**src/rtl/core/gag_pkg.sv**
```systemverilog
// ----------------------------------------------------------------------------
// gag_pkg: shared types and constants of the GNSS accuracy grader
// Item layouts, register indexes, reset values and datapath widths.
// ----------------------------------------------------------------------------
package gag_pkg;

  // Datapath widths
  localparam int SIG_W  = 16;  // one sigma field
  localparam int SUM_W  = 33;  // lon^2 + lat^2
  localparam int RAD_W  = 34;  // radicand, padded to an even width
  localparam int ROOT_W = 17;  // integer root of the radicand
  localparam int REM_W  = 19;  // partial remainder of the root
  localparam int DEV_W  = 15;  // capped deviation
  localparam int CHG_W  = 16;  // signed window change
  localparam int QUAL_W = 3;
  localparam int CFG_W  = 15;  // widest register
  localparam int IDX_W  = 2;

  // Register indexes
  localparam logic [IDX_W-1:0] REG_TINY_LIMIT  = 2'd0;
  localparam logic [IDX_W-1:0] REG_CAP_VALUE   = 2'd1;
  localparam logic [IDX_W-1:0] REG_LATCH_LIMIT = 2'd2;

  // Register reset values
  localparam logic [7:0]       TINY_LIMIT_RST  = 8'd3;
  localparam logic [DEV_W-1:0] CAP_VALUE_RST   = 15'd25344;
  localparam logic [DEV_W-1:0] LATCH_LIMIT_RST = 15'd2560;

  // Minimum deviation after reset and after a zero minimum (5 m)
  localparam logic [DEV_W-1:0] MIN_RESET = 15'd1280;

  // Quality codes
  localparam logic [QUAL_W-1:0] QUAL_NONE  = 3'd0;
  localparam logic [QUAL_W-1:0] QUAL_POOR  = 3'd1;
  localparam logic [QUAL_W-1:0] QUAL_FAIR  = 3'd2;
  localparam logic [QUAL_W-1:0] QUAL_GOOD  = 3'd3;
  localparam logic [QUAL_W-1:0] QUAL_BEST  = 3'd4;

  typedef struct packed {
    logic [SIG_W-1:0] lon_sigma;
    logic [SIG_W-1:0] lat_sigma;
  } in_item_t;

  typedef struct packed {
    logic [DEV_W-1:0]        deviation;
    logic [QUAL_W-1:0]       quality;
    logic signed [CHG_W-1:0] deviation_change;
    logic [DEV_W-1:0]        best_deviation;
    logic                    graded;
  } out_item_t;

  // Status of a serial arithmetic unit
  typedef struct packed {
    logic busy;
    logic done;
  } unit_status_t;

endpackage

```
**src/rtl/core/gag_ram.sv**
```systemverilog
// ----------------------------------------------------------------------------
// gag_ram: generic single-write, single-read RAM
// One write port and one read port with registered read data.
// ----------------------------------------------------------------------------
module gag_ram #(
  parameter int WIDTH = 15,
  parameter int DEPTH = 20
) (
  input  logic                     clk,
  input  logic                     we,
  input  logic [$clog2(DEPTH)-1:0] wr_addr,
  input  logic [WIDTH-1:0]         wr_data,
  input  logic [$clog2(DEPTH)-1:0] rd_addr,
  output logic [WIDTH-1:0]         rd_data
);

  logic [WIDTH-1:0] mem [DEPTH];

  // Write and registered read
  always_ff @(posedge clk) begin
    if (we) begin
      mem[wr_addr] <= wr_data;
    end
    rd_data <= mem[rd_addr];
  end

endmodule

```
**src/rtl/core/gag_sumsq.sv**
```systemverilog
// ----------------------------------------------------------------------------
// gag_sumsq: bit-serial sum of squares
// Forms lon^2 + lat^2 one multiplier bit per cycle, MSB first.
// ----------------------------------------------------------------------------
module gag_sumsq (
  input  logic                     clk,
  input  logic                     rst,
  input  logic                     start,
  input  logic [gag_pkg::SIG_W-1:0] lon,
  input  logic [gag_pkg::SIG_W-1:0] lat,
  output gag_pkg::unit_status_t    status,
  output logic [gag_pkg::SUM_W-1:0] sum
);
  import gag_pkg::*;

  localparam int CNT_W = $clog2(SIG_W);

  logic [SIG_W-1:0] lon_q;
  logic [SIG_W-1:0] lat_q;
  logic [SIG_W-1:0] lon_sh;
  logic [SIG_W-1:0] lat_sh;
  logic [SUM_W-1:0] acc;
  logic [SUM_W-1:0] acc_next;
  logic [CNT_W-1:0] cnt;
  logic             busy;
  logic             done;

  // Double the partial sum and add the operands picked by the current bits
  always_comb begin
    acc_next = {acc[SUM_W-2:0], 1'b0}
             + (lon_sh[SIG_W-1] ? SUM_W'(lon_q) : '0)
             + (lat_sh[SIG_W-1] ? SUM_W'(lat_q) : '0);
  end

  // Control: load on start, run one step per cycle
  always_ff @(posedge clk) begin
    if (rst) begin
      busy <= 1'b0;
      done <= 1'b0;
      cnt  <= '0;
    end else begin
      done <= 1'b0;
      if (start) begin
        busy <= 1'b1;
        cnt  <= '0;
      end else if (busy) begin
        cnt <= cnt + 1'b1;
        if (cnt == CNT_W'(SIG_W - 1)) begin
          busy <= 1'b0;
          done <= 1'b1;
        end
      end
    end
  end

  // Datapath: hold operands, shift multiplier bits, accumulate
  always_ff @(posedge clk) begin
    if (start) begin
      lon_q  <= lon;
      lat_q  <= lat;
      lon_sh <= lon;
      lat_sh <= lat;
      acc    <= '0;
    end else if (busy) begin
      lon_sh <= {lon_sh[SIG_W-2:0], 1'b0};
      lat_sh <= {lat_sh[SIG_W-2:0], 1'b0};
      acc    <= acc_next;
    end
  end

  assign status.busy = busy;
  assign status.done = done;
  assign sum         = acc;

endmodule

```
**src/rtl/core/gag_isqrt.sv**
```systemverilog
// ----------------------------------------------------------------------------
// gag_isqrt: digit-serial integer square root
// Restoring root: takes two radicand bits and yields one root bit per cycle.
// ----------------------------------------------------------------------------
module gag_isqrt (
  input  logic                      clk,
  input  logic                      rst,
  input  logic                      start,
  input  logic [gag_pkg::RAD_W-1:0]  radicand,
  output gag_pkg::unit_status_t     status,
  output logic [gag_pkg::ROOT_W-1:0] root
);
  import gag_pkg::*;

  localparam int CNT_W = $clog2(ROOT_W);
  localparam int TRY_W = REM_W + 2;

  logic [RAD_W-1:0]  rad_sh;
  logic [REM_W-1:0]  rem;
  logic [ROOT_W-1:0] root_q;
  logic [TRY_W-1:0]  rem_try;
  logic [TRY_W-1:0]  trial;
  logic              fits;
  logic [CNT_W-1:0]  cnt;
  logic              busy;
  logic              done;

  // Bring down two bits and test 4*root + 1 against the remainder
  always_comb begin
    rem_try = {rem, rad_sh[RAD_W-1 -: 2]};
    trial   = TRY_W'({root_q, 2'b01});
    fits    = (rem_try >= trial);
  end

  // Control
  always_ff @(posedge clk) begin
    if (rst) begin
      busy <= 1'b0;
      done <= 1'b0;
      cnt  <= '0;
    end else begin
      done <= 1'b0;
      if (start) begin
        busy <= 1'b1;
        cnt  <= '0;
      end else if (busy) begin
        cnt <= cnt + 1'b1;
        if (cnt == CNT_W'(ROOT_W - 1)) begin
          busy <= 1'b0;
          done <= 1'b1;
        end
      end
    end
  end

  // Datapath: shift radicand, update remainder and root
  always_ff @(posedge clk) begin
    if (start) begin
      rad_sh <= radicand;
      rem    <= '0;
      root_q <= '0;
    end else if (busy) begin
      rad_sh <= {rad_sh[RAD_W-3:0], 2'b00};
      rem    <= fits ? REM_W'(rem_try - trial) : REM_W'(rem_try);
      root_q <= {root_q[ROOT_W-2:0], fits};
    end
  end

  assign status.busy = busy;
  assign status.done = done;
  assign root        = root_q;

endmodule

```
**src/rtl/core/gnss_accuracy_grader_unit.sv**
```systemverilog
// ----------------------------------------------------------------------------
// gnss_accuracy_grader_unit: GNSS horizontal accuracy grader
// Computes the capped horizontal deviation, grades it against a running
// minimum and reports the change over a window of recent deviations.
//
//   channel | direction | handshake             | payload
//   --------+-----------+-----------------------+---------------------------
//   in      | input     | in_valid / in_ready   | in_data  (in_item_t)
//   out     | output    | out_valid / out_ready | out_data (out_item_t)
//   cfg     | input     | cfg_we                | cfg_index, cfg_data
//
// An item passes from acceptance to its result in the output register through
// the bit-serial sum of squares, the load of the root unit, the digit-serial
// root, the cap, and the grading step, which also writes the window RAM once
// grading has latched. A new item is accepted once the previous one has been
// graded; its result may still wait in the output register. A stalled output
// holds the item in the grading step. Reset is synchronous; the window RAM
// needs no clearing since the full flag guards every use of its read data.
// ----------------------------------------------------------------------------
module gnss_accuracy_grader_unit #(
  parameter int WINDOW_DEPTH = 20
) (
  input  logic                       clk,
  input  logic                       rst,
  input  logic                       in_valid,
  output logic                       in_ready,
  input  gag_pkg::in_item_t          in_data,
  output logic                       out_valid,
  input  logic                       out_ready,
  output gag_pkg::out_item_t         out_data,
  input  logic                       cfg_we,
  input  logic [gag_pkg::IDX_W-1:0]  cfg_index,
  input  logic [gag_pkg::CFG_W-1:0]  cfg_data
);
  import gag_pkg::*;

  localparam int AW  = $clog2(WINDOW_DEPTH);
  localparam int CMP_W = DEV_W + 5;

  localparam logic [1:0] S_IDLE  = 2'd0;
  localparam logic [1:0] S_BUSY  = 2'd1;
  localparam logic [1:0] S_GRADE = 2'd2;

  logic [1:0]        state;
  logic [1:0]        state_next;

  // Configuration registers
  logic [7:0]        tiny_limit;
  logic [DEV_W-1:0]  cap_value;
  logic [DEV_W-1:0]  latch_limit;

  // Grading state
  logic              latched;
  logic [DEV_W-1:0]  min_dev;
  logic [AW-1:0]     ptr;
  logic              full;
  logic signed [CHG_W-1:0] held_change;
  logic [DEV_W-1:0]  dev;

  // Serial units
  logic              accept;
  unit_status_t      sq_status;
  unit_status_t      rt_status;
  logic [SUM_W-1:0]  sum;
  logic [ROOT_W-1:0] root;

  // Window RAM
  logic              win_we;
  logic [AW-1:0]     ptr_inc;
  logic [AW-1:0]     rd_addr;
  logic [DEV_W-1:0]  oldest;

  // Grading step
  logic              commit;
  logic [DEV_W-1:0]  min_eff;
  logic [DEV_W-1:0]  min_next;
  logic              latched_next;
  logic signed [CHG_W-1:0] held_next;
  logic [QUAL_W-1:0] quality;
  logic [CMP_W-1:0]  dev_x2;
  logic [CMP_W-1:0]  dev_x1;
  logic [CMP_W-1:0]  min_x3;
  logic [CMP_W-1:0]  min_x4;
  logic [CMP_W-1:0]  min_x8;
  logic [CMP_W-1:0]  min_x20;
  logic              dev_cap;

  assign in_ready = (state == S_IDLE);
  assign accept   = in_valid && in_ready;
  assign commit   = (state == S_GRADE) && (!out_valid || out_ready);

  // Sequencer
  always_comb begin
    state_next = state;
    case (state)
      S_IDLE:  if (accept) state_next = S_BUSY;
      S_BUSY:  if (rt_status.done) state_next = S_GRADE;
      S_GRADE: if (commit) state_next = S_IDLE;
      default: state_next = S_IDLE;
    endcase
  end

  always_ff @(posedge clk) begin
    if (rst) begin
      state <= S_IDLE;
    end else begin
      state <= state_next;
    end
  end

  // Configuration writes; unknown indexes drop
  always_ff @(posedge clk) begin
    if (rst) begin
      tiny_limit  <= TINY_LIMIT_RST;
      cap_value   <= CAP_VALUE_RST;
      latch_limit <= LATCH_LIMIT_RST;
    end else if (cfg_we) begin
      case (cfg_index)
        REG_TINY_LIMIT:  tiny_limit  <= cfg_data[7:0];
        REG_CAP_VALUE:   cap_value   <= cfg_data[DEV_W-1:0];
        REG_LATCH_LIMIT: latch_limit <= cfg_data[DEV_W-1:0];
        default: ;
      endcase
    end
  end

  gag_sumsq u_sumsq (
    .clk    (clk),
    .rst    (rst),
    .start  (accept),
    .lon    (in_data.lon_sigma),
    .lat    (in_data.lat_sigma),
    .status (sq_status),
    .sum    (sum)
  );

  gag_isqrt u_isqrt (
    .clk      (clk),
    .rst      (rst),
    .start    (sq_status.done),
    .radicand (RAD_W'(sum)),
    .status   (rt_status),
    .root     (root)
  );

  // Cap the root as it leaves the root unit
  assign dev_cap = (root < ROOT_W'(tiny_limit)) || (root >= ROOT_W'(cap_value));

  always_ff @(posedge clk) begin
    if (rt_status.done) begin
      dev <= dev_cap ? cap_value : root[DEV_W-1:0];
    end
  end

  // Window pointer: next write slot, and the slot after it is the new oldest
  assign ptr_inc = (ptr == AW'(WINDOW_DEPTH - 1)) ? '0 : ptr + 1'b1;
  assign rd_addr = ptr_inc;
  assign win_we  = commit && latched;

  gag_ram #(
    .WIDTH (DEV_W),
    .DEPTH (WINDOW_DEPTH)
  ) u_window (
    .clk     (clk),
    .we      (win_we),
    .wr_addr (ptr),
    .wr_data (dev),
    .rd_addr (rd_addr),
    .rd_data (oldest)
  );

  // Update minimum, latch and window change
  always_comb begin
    min_eff      = (min_dev == '0) ? MIN_RESET : min_dev;
    min_next     = min_eff;
    latched_next = latched;
    held_next    = held_change;
    if (!latched) begin
      if (dev < latch_limit) begin
        latched_next = 1'b1;
        min_next     = dev;
      end
    end else begin
      if (dev < min_eff) begin
        min_next = dev;
      end
      if (full) begin
        held_next = $signed({1'b0, dev}) - $signed({1'b0, oldest});
      end else begin
        held_next = '0;
      end
    end
  end

  // Grade against multiples of the updated minimum
  always_comb begin
    dev_x1  = CMP_W'(dev);
    dev_x2  = CMP_W'(dev) << 1;
    min_x4  = CMP_W'(min_next) << 2;
    min_x8  = CMP_W'(min_next) << 3;
    min_x3  = (CMP_W'(min_next) << 1) + CMP_W'(min_next);
    min_x20 = (CMP_W'(min_next) << 4) + min_x4;
    if (!latched) begin
      quality = QUAL_NONE;
    end else if (dev_x2 < min_x3) begin
      quality = QUAL_BEST;
    end else if (dev_x1 < min_x4) begin
      quality = QUAL_GOOD;
    end else if (dev_x1 < min_x8) begin
      quality = QUAL_FAIR;
    end else if (dev_x1 < min_x20) begin
      quality = QUAL_POOR;
    end else begin
      quality = QUAL_NONE;
    end
  end

  // Commit grading state
  always_ff @(posedge clk) begin
    if (rst) begin
      latched     <= 1'b0;
      min_dev     <= MIN_RESET;
      ptr         <= '0;
      full        <= 1'b0;
      held_change <= '0;
    end else if (commit) begin
      latched     <= latched_next;
      min_dev     <= min_next;
      held_change <= held_next;
      if (latched) begin
        ptr <= ptr_inc;
        if (ptr == AW'(WINDOW_DEPTH - 1)) begin
          full <= 1'b1;
        end
      end
    end
  end

  // Output register
  always_ff @(posedge clk) begin
    if (rst) begin
      out_valid <= 1'b0;
    end else if (commit) begin
      out_valid <= 1'b1;
    end else if (out_ready) begin
      out_valid <= 1'b0;
    end
  end

  always_ff @(posedge clk) begin
    if (commit) begin
      out_data.deviation        <= dev;
      out_data.quality          <= quality;
      out_data.deviation_change <= held_next;
      out_data.best_deviation   <= min_next;
      out_data.graded           <= latched_next;
    end
  end

endmodule

```
**config.mk**
```make
export PLATFORM = sky130hd
export DESIGN_NAME = gnss_accuracy_grader_unit
export DESIGN_NICKNAME = d
export VERILOG_FILES = /design/src/rtl/core/gag_pkg.sv /design/src/rtl/core/gag_ram.sv /design/src/rtl/core/gag_sumsq.sv /design/src/rtl/core/gag_isqrt.sv /design/src/rtl/core/gnss_accuracy_grader_unit.sv
export SDC_FILE = /design/constraint.sdc
export NUM_CORES = 1
export LEC_CHECK = 0
export BUFFER_PORTS_ARGS = -buffer_cell sky130_fd_sc_hd__buf_2
export CAP_MARGIN = 15
export CORE_MARGIN = 1
export CORE_UTILIZATION = 35
export DETAILED_ROUTE_END_ITERATION = 16
export PLACE_DENSITY = 0.59
export SLEW_MARGIN = 20
export SYNTH_ARGS = -nofsm -noshare
export SYNTH_HDL_FRONTEND = slang
export SYNTH_SLANG_ARGS = --single-unit
```
**constraint.sdc**
```tcl
create_clock -name clk -period 6.8 [get_ports clk]
set_input_delay 0.34 -clock clk [delete_from_list [all_inputs] [get_ports clk]]
set_output_delay 0.34 -clock clk [all_outputs]
set_load 0.02 [all_outputs]
```
Yosys cells after proc, flatten, opt, wreduce, memory -nomap -nowiden
Memories as Yosys holds them, arrays and structs flattened. A register that Yosys moved wholly into a read port is not among the register bits.
Cells that the tools add are included.
W data, S select, Z words.
{"block": "word_totals", "in_bits": 54, "output_inout_bits": 52, "wordCells": 126, "ff_bits": 324, "memories": 1, "ramBits": 300}
{"name": "u_window.mem", "depth": 20, "word_bits": 15, "read_ports": 1, "rd_clocked_by_memory_dff": 1, "write_ports": 1, "line_no": "gag_ram.sv:17", "text": "logic [WIDTH-1:0] mem [DEPTH];"}
{"block": "op_classes", "n_mux": 39, "addsub": 9, "n_bitwise": 3, "n_eq_ne": 10, "magnitude_cmp": 9, "reduce_logical": 23}
{"op": "$mux W16", "count": 8}
{"op": "$mux W15", "count": 5}
{"op": "$add A33 B33 Y33", "count": 2}
{"op": "$mux W33", "count": 2}
{"op": "$lt A15 B15 Y1", "count": 2}
{"op": "$ge A21 B19 Y1", "count": 1}
{"op": "$add A19 B17 Y20", "count": 1}
{"op": "$lt A15 B20 Y1", "count": 1}
{"op": "$mux W19", "count": 1}
{"op": "$sub A19 B19 Y19", "count": 1}
{"op": "$lt A15 B18 Y1", "count": 1}
{"op": "$add A16 B15 Y17", "count": 1}
{"op": "$ge A17 B15 Y1", "count": 1}
{"op": "$lt A15 B17 Y1", "count": 1}
{"op": "$lt A16 B17 Y1", "count": 1}
{"op": "$lt A17 B8 Y1", "count": 1}
{"op": "$sub A15 B15 Y16", "count": 1}
{"op": "$logic_not A15 Y1", "count": 1}
{"op": "$mux W1", "count": 15}
{"op": "$add A5 B1 Y5 const B", "count": 2}
{"op": "$eq A5 B5 Y1 const B", "count": 2}
{"op": "$mux W2", "count": 5}
{"op": "$reduce_and A2 Y1", "count": 4}
{"op": "$pmux W2 S3", "count": 1}
{"op": "17 further kinds", "count": 32}

Longest topological paths before layout
Gate-level depths: netlist of the first run.
{"block": "depth", "depth_word": 11, "depth_mapped": 34, "ltp_nobuf": 32}

Modules after synthesis
A second synthesis of the first run with hierarchy kept.
{"block": "hier_totals", "cells_unflattened": 2534, "area_unflattened_um2": 31391.4}
{"module": "gag_ram", "area_each_um2": 11971.5, "instances": 1, "seq_area_each_um2": 9308.9, "cells_each": 579}
{"module": "gnss_accuracy_grader_unit", "area_each_um2": 9887.0, "instances": 1, "seq_area_each_um2": 3533.4, "cells_each": 1089}
{"module": "gag_sumsq", "area_each_um2": 5313.8, "instances": 1, "seq_area_each_um2": 2702.6, "cells_each": 458}
{"module": "gag_isqrt", "area_each_um2": 4219.0, "instances": 1, "seq_area_each_um2": 1881.8, "cells_each": 408}

Worst setup path after synthesis of the first run
Ideal clock, no wire load.
{"block": "synth_path", "path_kind": "reg-to-reg", "start": "register min_dev[0]", "end": "register out_data[32] in the netlist's numbering, data pin", "required_time_ps": 6526, "path_stages_with_launch": 33, "path_slack_ps": 67, "t_arrival_ps": 6459, "path_cell_list": "dfxtp_1 > or4_1 > nor4_1 > and4_1 > nor2_1 > ha_1 > a21oi_1 > o21ai_0 > a21oi_1 > o211ai_1 > o21ai_2 > buf_2 > clkbuf_1 > nor2_1 > a21oi_1 > inv_1 > fa_1 > a21o_1 > a21oi_1 > o21bai_1 > a21oi_1 > nor2b_1 > o21a_1 > o31a_1 > o41ai_1 > o21ai_1 > xnor2_1 > ha_1 > a21o_1 > a2111oi_0 > a221o_1 > or2_1 > a221oi_2"}
{"block": "synth_between", "elab_chain_cells": 10, "word_cells_on_any_way": 16, "classes_between": "2 x add/sub; 5 x order compare; 7 x mux; 2 x reduce/logical"}
{"element": "start, declared", "line_no": "gnss_accuracy_grader_unit.sv:54", "text": "logic [DEV_W-1:0] min_dev;"}
{"element": "start signal, assigned", "line_no": "gnss_accuracy_grader_unit.sv:228", "text": "min_dev <= min_next;"}
{"element": "$logic_not A15 Y1", "line_no": "gnss_accuracy_grader_unit.sv:174", "text": "min_eff = (min_dev == '0) ? MIN_RESET : min_dev;"}
{"element": "$mux W15 (*)", "line_no": "gnss_accuracy_grader_unit.sv:174"}
{"element": "$lt A15 B15 Y1", "line_no": "gnss_accuracy_grader_unit.sv:184", "text": "if (dev < min_eff) begin"}
{"element": "$mux W15", "line_no": "gnss_accuracy_grader_unit.sv:184"}
{"element": "$mux W15 (*)", "line_no": "gnss_accuracy_grader_unit.sv:178", "text": "if (!latched) begin"}
{"element": "named net min_next[2]", "line_no": "gnss_accuracy_grader_unit.sv:76", "text": "logic [DEV_W-1:0] min_next;"}
{"element": "$add A19 B17 Y20", "line_no": "gnss_accuracy_grader_unit.sv:202", "text": "min_x20 = (CMP_W'(min_next) << 4) + min_x4;"}
{"element": "$lt A15 B20 Y1", "line_no": "gnss_accuracy_grader_unit.sv:211", "text": "end else if (dev_x1 < min_x20) begin"}
{"element": "$mux W1", "line_no": "gnss_accuracy_grader_unit.sv:211"}
{"element": "$mux W2", "line_no": "gnss_accuracy_grader_unit.sv:209", "text": "end else if (dev_x1 < min_x8) begin"}
{"element": "$mux W2", "line_no": "gnss_accuracy_grader_unit.sv:207", "text": "end else if (dev_x1 < min_x4) begin"}
{"element": "end, declared", "line_no": "gnss_accuracy_grader_unit.sv:30", "text": "output gag_pkg::out_item_t out_data,"}
The timed path passes the listed nets; every way through them passes the cells marked *.
A chain may end at the register's enable or synchronous reset.

Worst setup path in the final report of the first run
{"block": "layout_path", "start": "register min_dev[8]", "end": "register out_data[32] in the netlist's numbering, data pin"}
{"block": "layout_between", "elab_chain_cells": 10, "word_cells_on_any_way": 16, "classes_between": "2 x add/sub; 5 x order compare; 7 x mux; 2 x reduce/logical"}
{"element": "$logic_not A15 Y1", "line_no": "gnss_accuracy_grader_unit.sv:174"}
{"element": "$mux W15 (*)", "line_no": "gnss_accuracy_grader_unit.sv:174"}
{"element": "$lt A15 B15 Y1", "line_no": "gnss_accuracy_grader_unit.sv:184"}
{"element": "$mux W15", "line_no": "gnss_accuracy_grader_unit.sv:184"}
{"element": "$mux W15 (*)", "line_no": "gnss_accuracy_grader_unit.sv:178"}
{"element": "$add A19 B17 Y20", "line_no": "gnss_accuracy_grader_unit.sv:202"}
{"element": "$lt A15 B20 Y1", "line_no": "gnss_accuracy_grader_unit.sv:211"}
{"element": "$mux W1", "line_no": "gnss_accuracy_grader_unit.sv:211"}
{"element": "$mux W2", "line_no": "gnss_accuracy_grader_unit.sv:209"}
{"element": "$mux W2", "line_no": "gnss_accuracy_grader_unit.sv:207"}
Mark *: on every way between the ends. The rest lies on a longest branch, timed or not.

==> results.sh, run 1 <==
export IMPL_status="complete, no violations"
export IMPL_worstHoldEndpoint="latch_limit[7]$_SDFFE_PP0P_"
export IMPL_syn2layout_area_growth_pct=16.5
export IMPL_rows=109
export IMPL_yosys_warnings=0
export IMPL_seq_power_share_pct=46.2
export IMPL_clkSlewWorstSetupHoldPaths_ps=60
export IMPL_fin_crit_ps=6680
export IMPL_worst_clock_skew_ps=48.5
export IMPL_p_sw_mw=2.35
export IMPL_fmax_mhz=150
export IMPL_avgSynthCellArea_sq_um=11.1
export IMPL_crit_required_ps=7250
export IMPL_grt_pass1_vias=21200
export IMPL_syn_nets=3062
export IMPL_dp_hpwl_um=53000
export IMPL_syn_inst=2806
export IMPL_synthArstFlopShare_pct=0
export IMPL_core_area_sq_um=88400
export IMPL_reg2reg_depth=31
export IMPL_detail_route_wl_per_cell_um=19.4
export IMPL_place_inst=4014
export IMPL_pin_count=106
export IMPL_gp_congestion=0.871
export IMPL_die_x_um=301
export IMPL_setup_viol_count_final=0
export IMPL_holdWs_ps=26.9
export IMPL_p_int_mw=7.10
export IMPL_ir_worst_vdd_mv=0.188
export IMPL_critPathTopFamily="compound AO/OA/AOI/OAI gates"
export IMPL_grt_usage_pct=17.8
export IMPL_rrSetupSlack_ps=120
export IMPL_synthDistinctLibCells=83
export IMPL_post_place_ws_ps=-104
export IMPL_vias=21800
export IMPL_worstReg2RegEnd="out_data[32]$_SDFFCE_PP0P_"
export IMPL_power_density_nw_per_um2=260
export IMPL_wirelength_um=81200
export IMPL_overflow=0
export IMPL_die_area_sq_um=90500
export IMPL_drv_slew=0
export IMPL_grt_max_degree=90
export IMPL_power_mw=9.45
export IMPL_worst_hold_path_type="in2reg"
export IMPL_total_leakage_power_nw=13.6
export IMPL_io_buffers=105
export IMPL_drive_gt1_share_pct=14.1
export IMPL_cts_buffers=72
export IMPL_die_h_um=301
export IMPL_first_pass_iters=5
export IMPL_drt_iter0_markers=1533
export IMPL_grt_setup_unrepaired="true"
export IMPL_synth_ff_type="edfxtp_1"
export IMPL_nets=3224
export IMPL_clk_latency_ps=640
export IMPL_worstHoldPathCells=3
export IMPL_maxCapViolations=0
export IMPL_timing_final_crit_share_pct=98.2
export IMPL_drc=0
export IMPL_viasPerCell=5.21
export IMPL_tightest_slew_ps=1080
export IMPL_hold_viol=0
export IMPL_p_clk_share_pct=42.7
export IMPL_yosysSeqAreaShare_pct=55.7
export IMPL_ant_nets=0
export IMPL_cpPeakStageDelay_ps=550
export IMPL_antennaDiodeCount=0
export IMPL_cts_tree="done"
export IMPL_grt_pass1_wl_um=126000
export IMPL_slowest_stage="or4_4"
export IMPL_fin_cells=4193
export IMPL_crit_arrival_ps=7130
export IMPL_critPathKind="reg2reg"
export IMPL_worstHoldStart="cfg_data[7]"
export IMPL_start_util_pct=35.4
export IMPL_setup_ws_ps=124
export IMPL_cts_buffer_depth=3
export IMPL_antenna_found_initial=1
export IMPL_critPathLaunchType="register"
export IMPL_htreeDepth=3
export IMPL_cp_num_buf_inv=2
export IMPL_synth_edf_count=462
export IMPL_path_max_fanout=5
export IMPL_path_depth=31
export IMPL_netlist_area_sq_um=31200
export IMPL_cpMostUsedCell="a21oi_2"
export IMPL_swShare_pct=24.9
export IMPL_rr_startpoint="min_dev[8]$_SDFFE_PP1P_"
export IMPL_pwr_share_comb_pct=11.1
export IMPL_fillers=8415
export IMPL_synth_seq_cells=639
export IMPL_cts_sinks=639
export IMPL_end_kind="register"
export IMPL_root_buffer="clkbuf_16"
export IMPL_maxSlewHeadroom_pct=27.8
Yosys cell counts (10+ instances only):
| cell | instances | share of area [%] |
|---|---|---|
| edfxtp_1 | 462 | 44 |
| nand2_1 | 362 | 4.3 |
| nor2_1 | 218 | 2.6 |
| inv_1 | 190 | 2.3 |
| ha_1 | 184 | 7.4 |
| dfxtp_1 | 177 | 11 |
| a21oi_1 | 144 | 2.3 |
| clkbuf_1 | 116 | 1.4 |
| o21ai_0 | 84 | 1.3 |
| a211oi_1 | 83 | 2.0 |
| mux2i_1 | 73 | 2.3 |
| a31oi_1 | 51 | 1.0 |
| xnor2_1 | 51 | 1.4 |
| mux2_2 | 45 | 1.6 |
| and3_1 | 44 | 0.88 |
| a21o_1 | 43 | 1.0 |
| o22ai_1 | 41 | 0.82 |
| nor2b_1 | 39 | 0.78 |
| nor3_1 | 36 | 0.58 |
| xor2_1 | 32 | 0.90 |
| nand3_1 | 31 | 0.50 |
| o221ai_1 | 30 | 0.84 |
| nand2b_1 | 19 | 0.38 |
| o21ai_1 | 19 | 0.30 |
| fa_1 | 18 | 1.2 |
| mux4_2 | 14 | 1.0 |
| nand4_1 | 12 | 0.24 |
| o211ai_1 | 12 | 0.29 |
| o21a_1 | 12 | 0.29 |
| or3_1 | 12 | 0.24 |
| a211o_1 | 11 | 0.31 |
| o21bai_1 | 11 | 0.26 |
| nor4_1 | 10 | 0.20 |
area by class of cell:
| type | count | area [sq um] | area share [%] |
|---|---|---|---|
| clock buffer | 98 | 2000 | 5.50 |
| inverter | 192 | 722 | 1.98 |
| multi-input combinational | 1840 | 12800 | 35.2 |
| clock inverter | 36 | 473 | 1.30 |
| timing repair buffer | 223 | 1520 | 4.17 |
| sequential | 639 | 17400 | 47.9 |
| tap | 1165 | 1460 | 4.00 |
layer usage:
layer / up-vias / track usage (%) / wire [um]
met3: 117 / 2.71 / 3700
met4: 2 / 4.40 / 1660
met1: 10700 / 24.9 / 38000
met5: - / 0 / 13
met2: 519 / 29.0 / 37800
li1: 10500 / - / -
power groups by stage:
stage	registers (mW)	clock network (mW)	logic, mW
after CTS	4.36	4.11	1.05
final	4.36	4.04	1.05
after global routing	4.38	4.26	1.19
after detailed placement	4.44	0	1.02
after global placement	4.44	0	1.01
after floorplan	4.41	0	0.822
flip-flops by register name, summed over array words and instances (netlist names), 2 cells and up:
signal and flops:
tiny_limit 8, u_isqrt.root 17, latch_limit 15, u_window.rd_data 15
u_sumsq.lat_q 16, ptr 5, out_data 50, u_sumsq.lat_sh 16
held_change 16, u_sumsq.lon_sh 16, cap_value 15, u_sumsq.sum 33
dev 15, u_isqrt.rad_sh 34, state 2, u_sumsq.cnt 4
u_isqrt.cnt 5, u_window.mem 300, min_dev 15, u_isqrt.rem 19
u_sumsq.lon_q 16
through the flow:
step                      TNS, ps  instance area (sq um)  util, %
final                           0                  36400     41.2
after global routing         -480                  36400     41.2
after CTS                       0                  36200     41.0
after detailed placement     -193                  33300     37.7
after global placement          0                  33300     37.7
after floorplan                 0                  31200        -
worst max-delay path by stage:
stage | start | endpoint | slack [ps]
finish | min_dev[8]$_SDFFE_PP1P_ | out_data[32]$_SDFFCE_PP0P_ | 120
floorplan | min_dev[0]$_SDFFE_PP0P_ | out_data[32]$_SDFFCE_PP0P_ | 70
global route | min_dev[8]$_SDFFE_PP1P_ | out_data[32]$_SDFFCE_PP0P_ | -240
detailed placement | min_dev[7]$_SDFFE_PP0P_ | out_data[33]$_SDFFCE_PP0P_ | -100
CTS | min_dev[7]$_SDFFE_PP0P_ | out_data[33]$_SDFFCE_PP0P_ | 20
global placement | min_dev[7]$_SDFFE_PP0P_ | out_data[33]$_SDFFCE_PP0P_ | 100
repair_timing:
item | 4_1_cts | 5_1_grt
pin swaps | 1 | 27
endpoints found under the setup margin | 2 | 3
buffers inserted | 0 | 5
resized for setup | 3 | 32
hold buffers | 40 | 0
hold endpoints to repair | 73 | 0
cell usage in the layout, fill, tap and decap left out, types with 21 or more instances in the layout:
master         Yosys  final
xor2_1            32     32
xnor2_1           51     50
o22ai_1           41     41
o21ai_0           84     81
ha_1             184    180
a31oi_1           51     51
buf_2              6    104
inv_1            190    186
mux2_2            45     45
edfxtp_1         462    462
buf_4              3     78
dlygate4sd3_1      0     40
o21ai_1           19     21
a21o_1            43     43
a211oi_1          83     83
nor2_1           218    196
o221ai_1          30     30
nand3_1           31     31
dfxtp_1          177    172
nor3_1            36     36
clkbuf_16          0     73
and3_1            44     44
nor2b_1           39     39
mux2i_1           73     73
a21oi_1          144    136
nand2_1          362    360
logic make-up (layout without fill, tap and decap cells):
| logic type | count (synthesis) | after routing | share of synthesized area (%) |
|---|---|---|---|
| compound gates | 603 | 603 | 12.7 |
| xor+xnor | 83 | 83 | 2.33 |
| fa+ha+maj | 204 | 204 | 8.59 |
| buf+inv | 327 | 549 | 4.01 |
| flops | 639 | 639 | 55.7 |
| mux | 134 | 134 | 5.05 |
| simple gates | 816 | 816 | 11.5 |
worst reg2reg max path, delay by kind of cell, from the launching register on:
kind            cells  cell delay [ps]
compound gates     17             2920
flops               1              340
xor+xnor            1              130
simple gates        6             1490
fa+ha+maj           4             1070
mux                 1              270
buf+inv             2              290
(Power assumes the default switching activity.)
==> run 2, diff against run 1 <==
Settings changed: CTS_BUF_LIST from default to sky130_fd_sc_hd__clkbuf_8 sky130_fd_sc_hd__clkbuf_16.
==> run 2 against run 1 <==
- clock power about the same
- via count decreased by 0.31%
- critical path type unchanged
- wire length is essentially flat
- sequential share of layout area is essentially flat
- hold slack got worse by 0.58 ps
==> results.sh, run 2 (synthesized netlist as in run 1, its figures left out) <==
export IMPL_ir_worst_vdd_mv=0.188
export IMPL_holdWs_ps=26.3
export IMPL_die_area_sq_um=90500
export IMPL_grt_pass1_vias=21200
export IMPL_wirelength_um=81100
export IMPL_die_h_um=301
export IMPL_worstHoldPathCells=3
export IMPL_cp_num_buf_inv=2
export IMPL_worstReg2RegEnd="out_data[32]$_SDFFCE_PP0P_"
export IMPL_vias=21800
export IMPL_critPathLaunchType="register"
export IMPL_core_area_sq_um=88400
export IMPL_dp_hpwl_um=53000
export IMPL_drv_slew=0
export IMPL_cts_buffer_depth=3
export IMPL_pin_count=106
export IMPL_largest_reg_flops=300
export IMPL_drc=0
export IMPL_timing_final_crit_share_pct=98.2
export IMPL_cpPeakStageDelay_ps=550
export IMPL_antenna_found_initial=1
export IMPL_clkSlewWorstSetupHoldPaths_ps=60
export IMPL_cts_tree="done"
export IMPL_fmax_mhz=150
export IMPL_worstHoldEndpoint="latch_limit[14]$_SDFFE_PP0P_"
export IMPL_grt_setup_unrepaired="true"
export IMPL_viasPerCell=5.19
export IMPL_post_place_ws_ps=-104
export IMPL_syn2layout_area_growth_pct=16.5
export IMPL_die_x_um=301
export IMPL_fin_area_sq_um=36400
export IMPL_setup_viol_count_final=0
export IMPL_top_register="u_window.mem"
export IMPL_drt_iter0_markers=1512
export IMPL_slowest_stage="or4_4"
export IMPL_critPathKind="reg2reg"
export IMPL_worst_clock_skew_ps=47.5
export IMPL_grt_usage_pct=17.8
export IMPL_grt_max_degree=90
export IMPL_worst_hold_path_type="in2reg"
export IMPL_fillers=8415
export IMPL_maxSlewHeadroom_pct=27.8
export IMPL_power_density_nw_per_um2=259
export IMPL_detail_route_wl_per_cell_um=19.3
export IMPL_rrSetupSlack_ps=120
export IMPL_fin_crit_ps=6680
export IMPL_crit_arrival_ps=7130
export IMPL_setup_tns_ps=0
export IMPL_clk_latency_ps=640
export IMPL_nets=3225
export IMPL_total_leakage_power_nw=13.7
export IMPL_reg2reg_depth=31
export IMPL_tightest_slew_ps=1080
export IMPL_reg_top3="u_window.mem (300), out_data (50), u_isqrt.rad_sh (34)"
export IMPL_setup_ws_ps=125
export IMPL_htreeDepth=3
export IMPL_final_core_util_pct=41.2
export IMPL_final_cell_mix="edfxtp_1 (462), nand2_1 (360), inv_1 (203)"
export IMPL_cts_sinks=639
export IMPL_crit_required_ps=7250
export IMPL_place_inst=4014
export IMPL_first_pass_iters=5
export IMPL_start_util_pct=35.4
export IMPL_path_max_fanout=5
export IMPL_critPathTopFamily="compound AO/OA/AOI/OAI gates"
export IMPL_ant_nets=0
export IMPL_io_buffers=105
export IMPL_gp_congestion=0.871
export IMPL_worstHoldStart="cfg_data[14]"
export IMPL_maxCapViolations=0
export IMPL_overflow=0
export IMPL_mostFrequentLayoutCell="edfxtp_1"
export IMPL_root_buffer="clkbuf_16"
export IMPL_status="complete, no violations"
export IMPL_rr_startpoint="min_dev[8]$_SDFFE_PP1P_"
export IMPL_cts_buffers=72
export IMPL_grt_pass1_wl_um=126000
export IMPL_power_mw=9.43
export IMPL_place_area_sq_um=33300
export IMPL_antennaDiodeCount=0
export IMPL_rows=109
export IMPL_drive_gt1_share_pct=14.1
export IMPL_end_kind="register"
export IMPL_fin_cells=4194
export IMPL_hold_viol=0
export IMPL_cpMostUsedCell="a21oi_2"
[run 2: changes by cell type in the layout (fill, tap and decap cells not counted), sizes merged]
cell,change
clkbuf,-17
inv,+17
dlygate4sd3,+1
[run 2: what timing repair did]
action                                 CTS  global route
pin swaps                                1            27
cloned                                   0             0
setup endpoints to repair                2             3
hold buffers                            41             0
gates resized for setup                  3            32
endpoints found under the hold margin   74             0
buffers inserted                         0             5
[run 2: report_power, final]
part	internal, mW	switching (mW)
Sequential	4.27	0.0933
Clock	2.34	1.67
Combinational	0.462	0.588
Total	7.07	2.36
[run 2: cell type report]
class                   instances  area [sq um]  share of cell area (%)
flip-flops and latches        639         17400                    47.9
multi-input cells            1840         12800                    35.2
clock buffers                  81          1940                    5.32
repair buffers                224          1530                    4.20
well taps                    1165          1460                    4.00
inverters                     192           722                    1.98
clock inverters                53           537                    1.47
[run 2: tightest hold or removal path: cells and delay by family]
kind | cells | cell delay [ps]
and+or+nand+nor | 1 | 60
buffers and inverters | 1 | 140
AOI/OAI and AO/OA | 1 | 50
[run 2: worst max path at each step]
stage / from / endpoint / slack (ps) / cells after the start
2_1_floorplan: min_dev[0]$_SDFFE_PP0P_ / out_data[32]$_SDFFCE_PP0P_ / 70 / 32
3_3_place_gp: min_dev[7]$_SDFFE_PP0P_ / out_data[33]$_SDFFCE_PP0P_ / 100 / 31
3_5_place_dp: min_dev[7]$_SDFFE_PP0P_ / out_data[33]$_SDFFCE_PP0P_ / -100 / 31
4_1_cts: min_dev[7]$_SDFFE_PP0P_ / out_data[33]$_SDFFCE_PP0P_ / 20 / 31
5_1_grt: min_dev[8]$_SDFFE_PP1P_ / out_data[32]$_SDFFCE_PP0P_ / -240 / 31
6_report: min_dev[8]$_SDFFE_PP1P_ / out_data[32]$_SDFFCE_PP0P_ / 120 / 31
[run 2: per-layer routing]
metal  vias up  part of all wire (%)  global-route usage (%)
li1      10500                     -                       -
met1     10600                    46                    24.9
met3       118                   5.0                    2.71
met2       543                    47                    29.0
met4         2                   2.1                    4.40
met5         -                 0.016                       0
==> run 3, diff against run 2 <==
Settings changed: ABC_AREA from default to 1, SYNTH_HIERARCHICAL from default to 1, TNS_END_PERCENT from default to 30.
==> run 3 against run 2 <==
- clock power decreased by 6.7%
- power decreased by 3.2%
- wire length increased by 6.6%
- die area increased by 4.7%
- synthesized cell count increased by 29%
- global-route usage increased by 0.24 points
- via count increased by 14%
- combinational power about the same
- area after synthesis increased by 4.7%
- critical path type unchanged
- largest cell class unchanged
==> results.sh, run 3 <==
export IMPL_nets=4014
export IMPL_end_kind="register"
export IMPL_power_density_nw_per_um2=245
export IMPL_syn2layout_area_growth_pct=13.7
export IMPL_reg2reg_depth=37
export IMPL_grt_setup_unrepaired="false"
export IMPL_drive_gt1_share_pct=9.72
export IMPL_drt_iter0_markers=1740
export IMPL_yosys_warnings=6
export IMPL_syn_nets=3876
export IMPL_reg_top3="u_window/mem (300), out_data (50), u_isqrt/rad_sh (34)"
export IMPL_grt_usage_pct=18.1
export IMPL_rrSetupSlack_ps=1000
export IMPL_slowest_stage="nor4_1"
export IMPL_maxCapViolations=0
export IMPL_crit_arrival_ps=6180
export IMPL_first_pass_iters=6
export IMPL_critPathKind="reg2reg"
export IMPL_setup_viol_count_final=0
export IMPL_syn_inst=3626
export IMPL_cts_sinks=639
export IMPL_total_leakage_power_nw=16.0
export IMPL_ant_nets=0
export IMPL_die_x_um=308
export IMPL_io_buffers=105
export IMPL_timing_final_crit_share_pct=85.3
export IMPL_setup_tns_ps=0
export IMPL_grt_pass1_vias=23900
export IMPL_drc=0
export IMPL_power_mw=9.13
export IMPL_clkSlewWorstSetupHoldPaths_ps=60
export IMPL_mostFrequentLayoutCell="nand2_1"
export IMPL_htreeDepth=3
export IMPL_vias=24800
export IMPL_pin_count=106
export IMPL_cts_tree="done"
export IMPL_cpPeakStageDelay_ps=460
export IMPL_netlist_area_sq_um=32700
export IMPL_worstHoldPathCells=3
export IMPL_crit_required_ps=7180
export IMPL_rows=111
export IMPL_worst_hold_path_type="in2reg"
export IMPL_worstHoldStart="cfg_data[7]"
export IMPL_cts_buffers=69
export IMPL_drv_slew=0
export IMPL_die_h_um=308
export IMPL_fin_crit_ps=5800
export IMPL_largest_reg_flops=300
export IMPL_status="complete, no violations"
export IMPL_worst_clock_skew_ps=25.5
export IMPL_path_max_fanout=25
export IMPL_viasPerCell=4.90
export IMPL_hold_viol=0
export IMPL_top_register="u_window/mem"
export IMPL_overflow=0
export IMPL_antenna_found_initial=9
export IMPL_detail_route_wl_per_cell_um=17.1
export IMPL_avgSynthCellArea_sq_um=9.02
export IMPL_grt_max_degree=152
export IMPL_tightest_slew_ps=1080
export IMPL_gp_congestion=0.906
export IMPL_core_area_sq_um=92100
export IMPL_worstReg2RegEnd="out_data[32]$_SDFFCE_PP0P_"
export IMPL_cts_buffer_depth=3
export IMPL_fillers=9042
export IMPL_hold_buffers=35
export IMPL_ctsResizeCount=0
export IMPL_die_area_sq_um=94700
export IMPL_cts_setup_buffers=0
export IMPL_cpMostUsedCell="nand2_1"
export IMPL_wirelength_um=86400
export IMPL_fmax_mhz=172
export IMPL_start_util_pct=35.5
export IMPL_worstHoldEndpoint="tiny_limit[7]$_SDFFE_PP0P_"
export IMPL_final_cell_mix="nand2_1 (1,126), edfxtp_1 (463), inv_1 (404)"
export IMPL_clk_latency_ps=620
export IMPL_rr_startpoint="min_dev[3]$_SDFFE_PP0P_"
export IMPL_maxSlewHeadroom_pct=28.1
export IMPL_critPathLaunchType="register"
export IMPL_dp_hpwl_um=57500
export IMPL_multi_input_area_sq_um=13200
export IMPL_grt_pass1_wl_um=134000
export IMPL_regArea_sq_um=17400
export IMPL_ir_worst_vdd_mv=0.193
export IMPL_root_buffer="clkbuf_16"
[run 3: final cells by class]
class / instances / area share, %
clock buffer: 77 / 5.00
clock inverter: 48 / 1.11
timing repair buffer: 192 / 3.44
inverter: 394 / 3.99
tap: 1243 / 4.18
sequential: 639 / 46.9
antenna: 3 / 0.0202
multi-input combinational: 2468 / 35.4
[run 3: through the flow]
stage / hold slack (ps) / worst slack [ps] / cell area, sq um / util, % / std cells
2_1_floorplan: 409 / 1630 / 32700 / - / 3626
3_3_place_gp: 440 / 1130 / 34500 / 37.5 / 4901
3_5_place_dp: 447 / 1050 / 34500 / 37.5 / 4901
4_1_cts: 30.9 / 1030 / 37200 / 40.4 / 5061
5_1_grt: 46.8 / 386 / 37200 / 40.4 / 5063
6_report: 53.0 / 1000 / 37200 / 40.4 / 5064
[run 3: report_power, final]
part / total (mW) / internal, mW / switching [mW] / leakage [nW]
clock: 3.75 / 2.17 / 1.58 / 1.20
sequential: 4.35 / 4.26 / 0.0888 / 5.66
combinational: 1.03 / 0.381 / 0.652 / 9.11
total: 9.13 / 6.81 / 2.32 / 16.0
[run 3: worst max-delay path: cells and delay by family, from the launching register on]
| kind | cells | cell delay (ps) |
|---|---|---|
| AOI/OAI and AO/OA | 6 | 1270 |
| xor gates and xnor gates | 1 | 90 |
| adders and majority gates | 3 | 940 |
| buffers and inverters | 3 | 350 |
| DFF | 1 | 320 |
| and+or+nand+nor | 24 | 2590 |
[run 3: worst max path at each step]
stage / from / endpoint / slack [ps]
floorplan: min_dev[7]$_SDFFE_PP0P_ / out_data[32]$_SDFFCE_PP0P_ / 1630
global placement: min_dev[3]$_SDFFE_PP0P_ / out_data[32]$_SDFFCE_PP0P_ / 1130
detailed placement: min_dev[3]$_SDFFE_PP0P_ / out_data[32]$_SDFFCE_PP0P_ / 1050
CTS: min_dev[3]$_SDFFE_PP0P_ / out_data[32]$_SDFFCE_PP0P_ / 1030
global route: min_dev[3]$_SDFFE_PP0P_ / out_data[32]$_SDFFCE_PP0P_ / 390
finish: min_dev[3]$_SDFFE_PP0P_ / out_data[32]$_SDFFCE_PP0P_ / 1000
[run 3: routing by layer]
layer,wire (um),vias up,track usage (%)
met2,40600,618,30.3
met3,4880,135,3.08
met5,38,-,0
li1,-,12400,-
met4,2070,6,4.94
met1,38900,11700,24.0
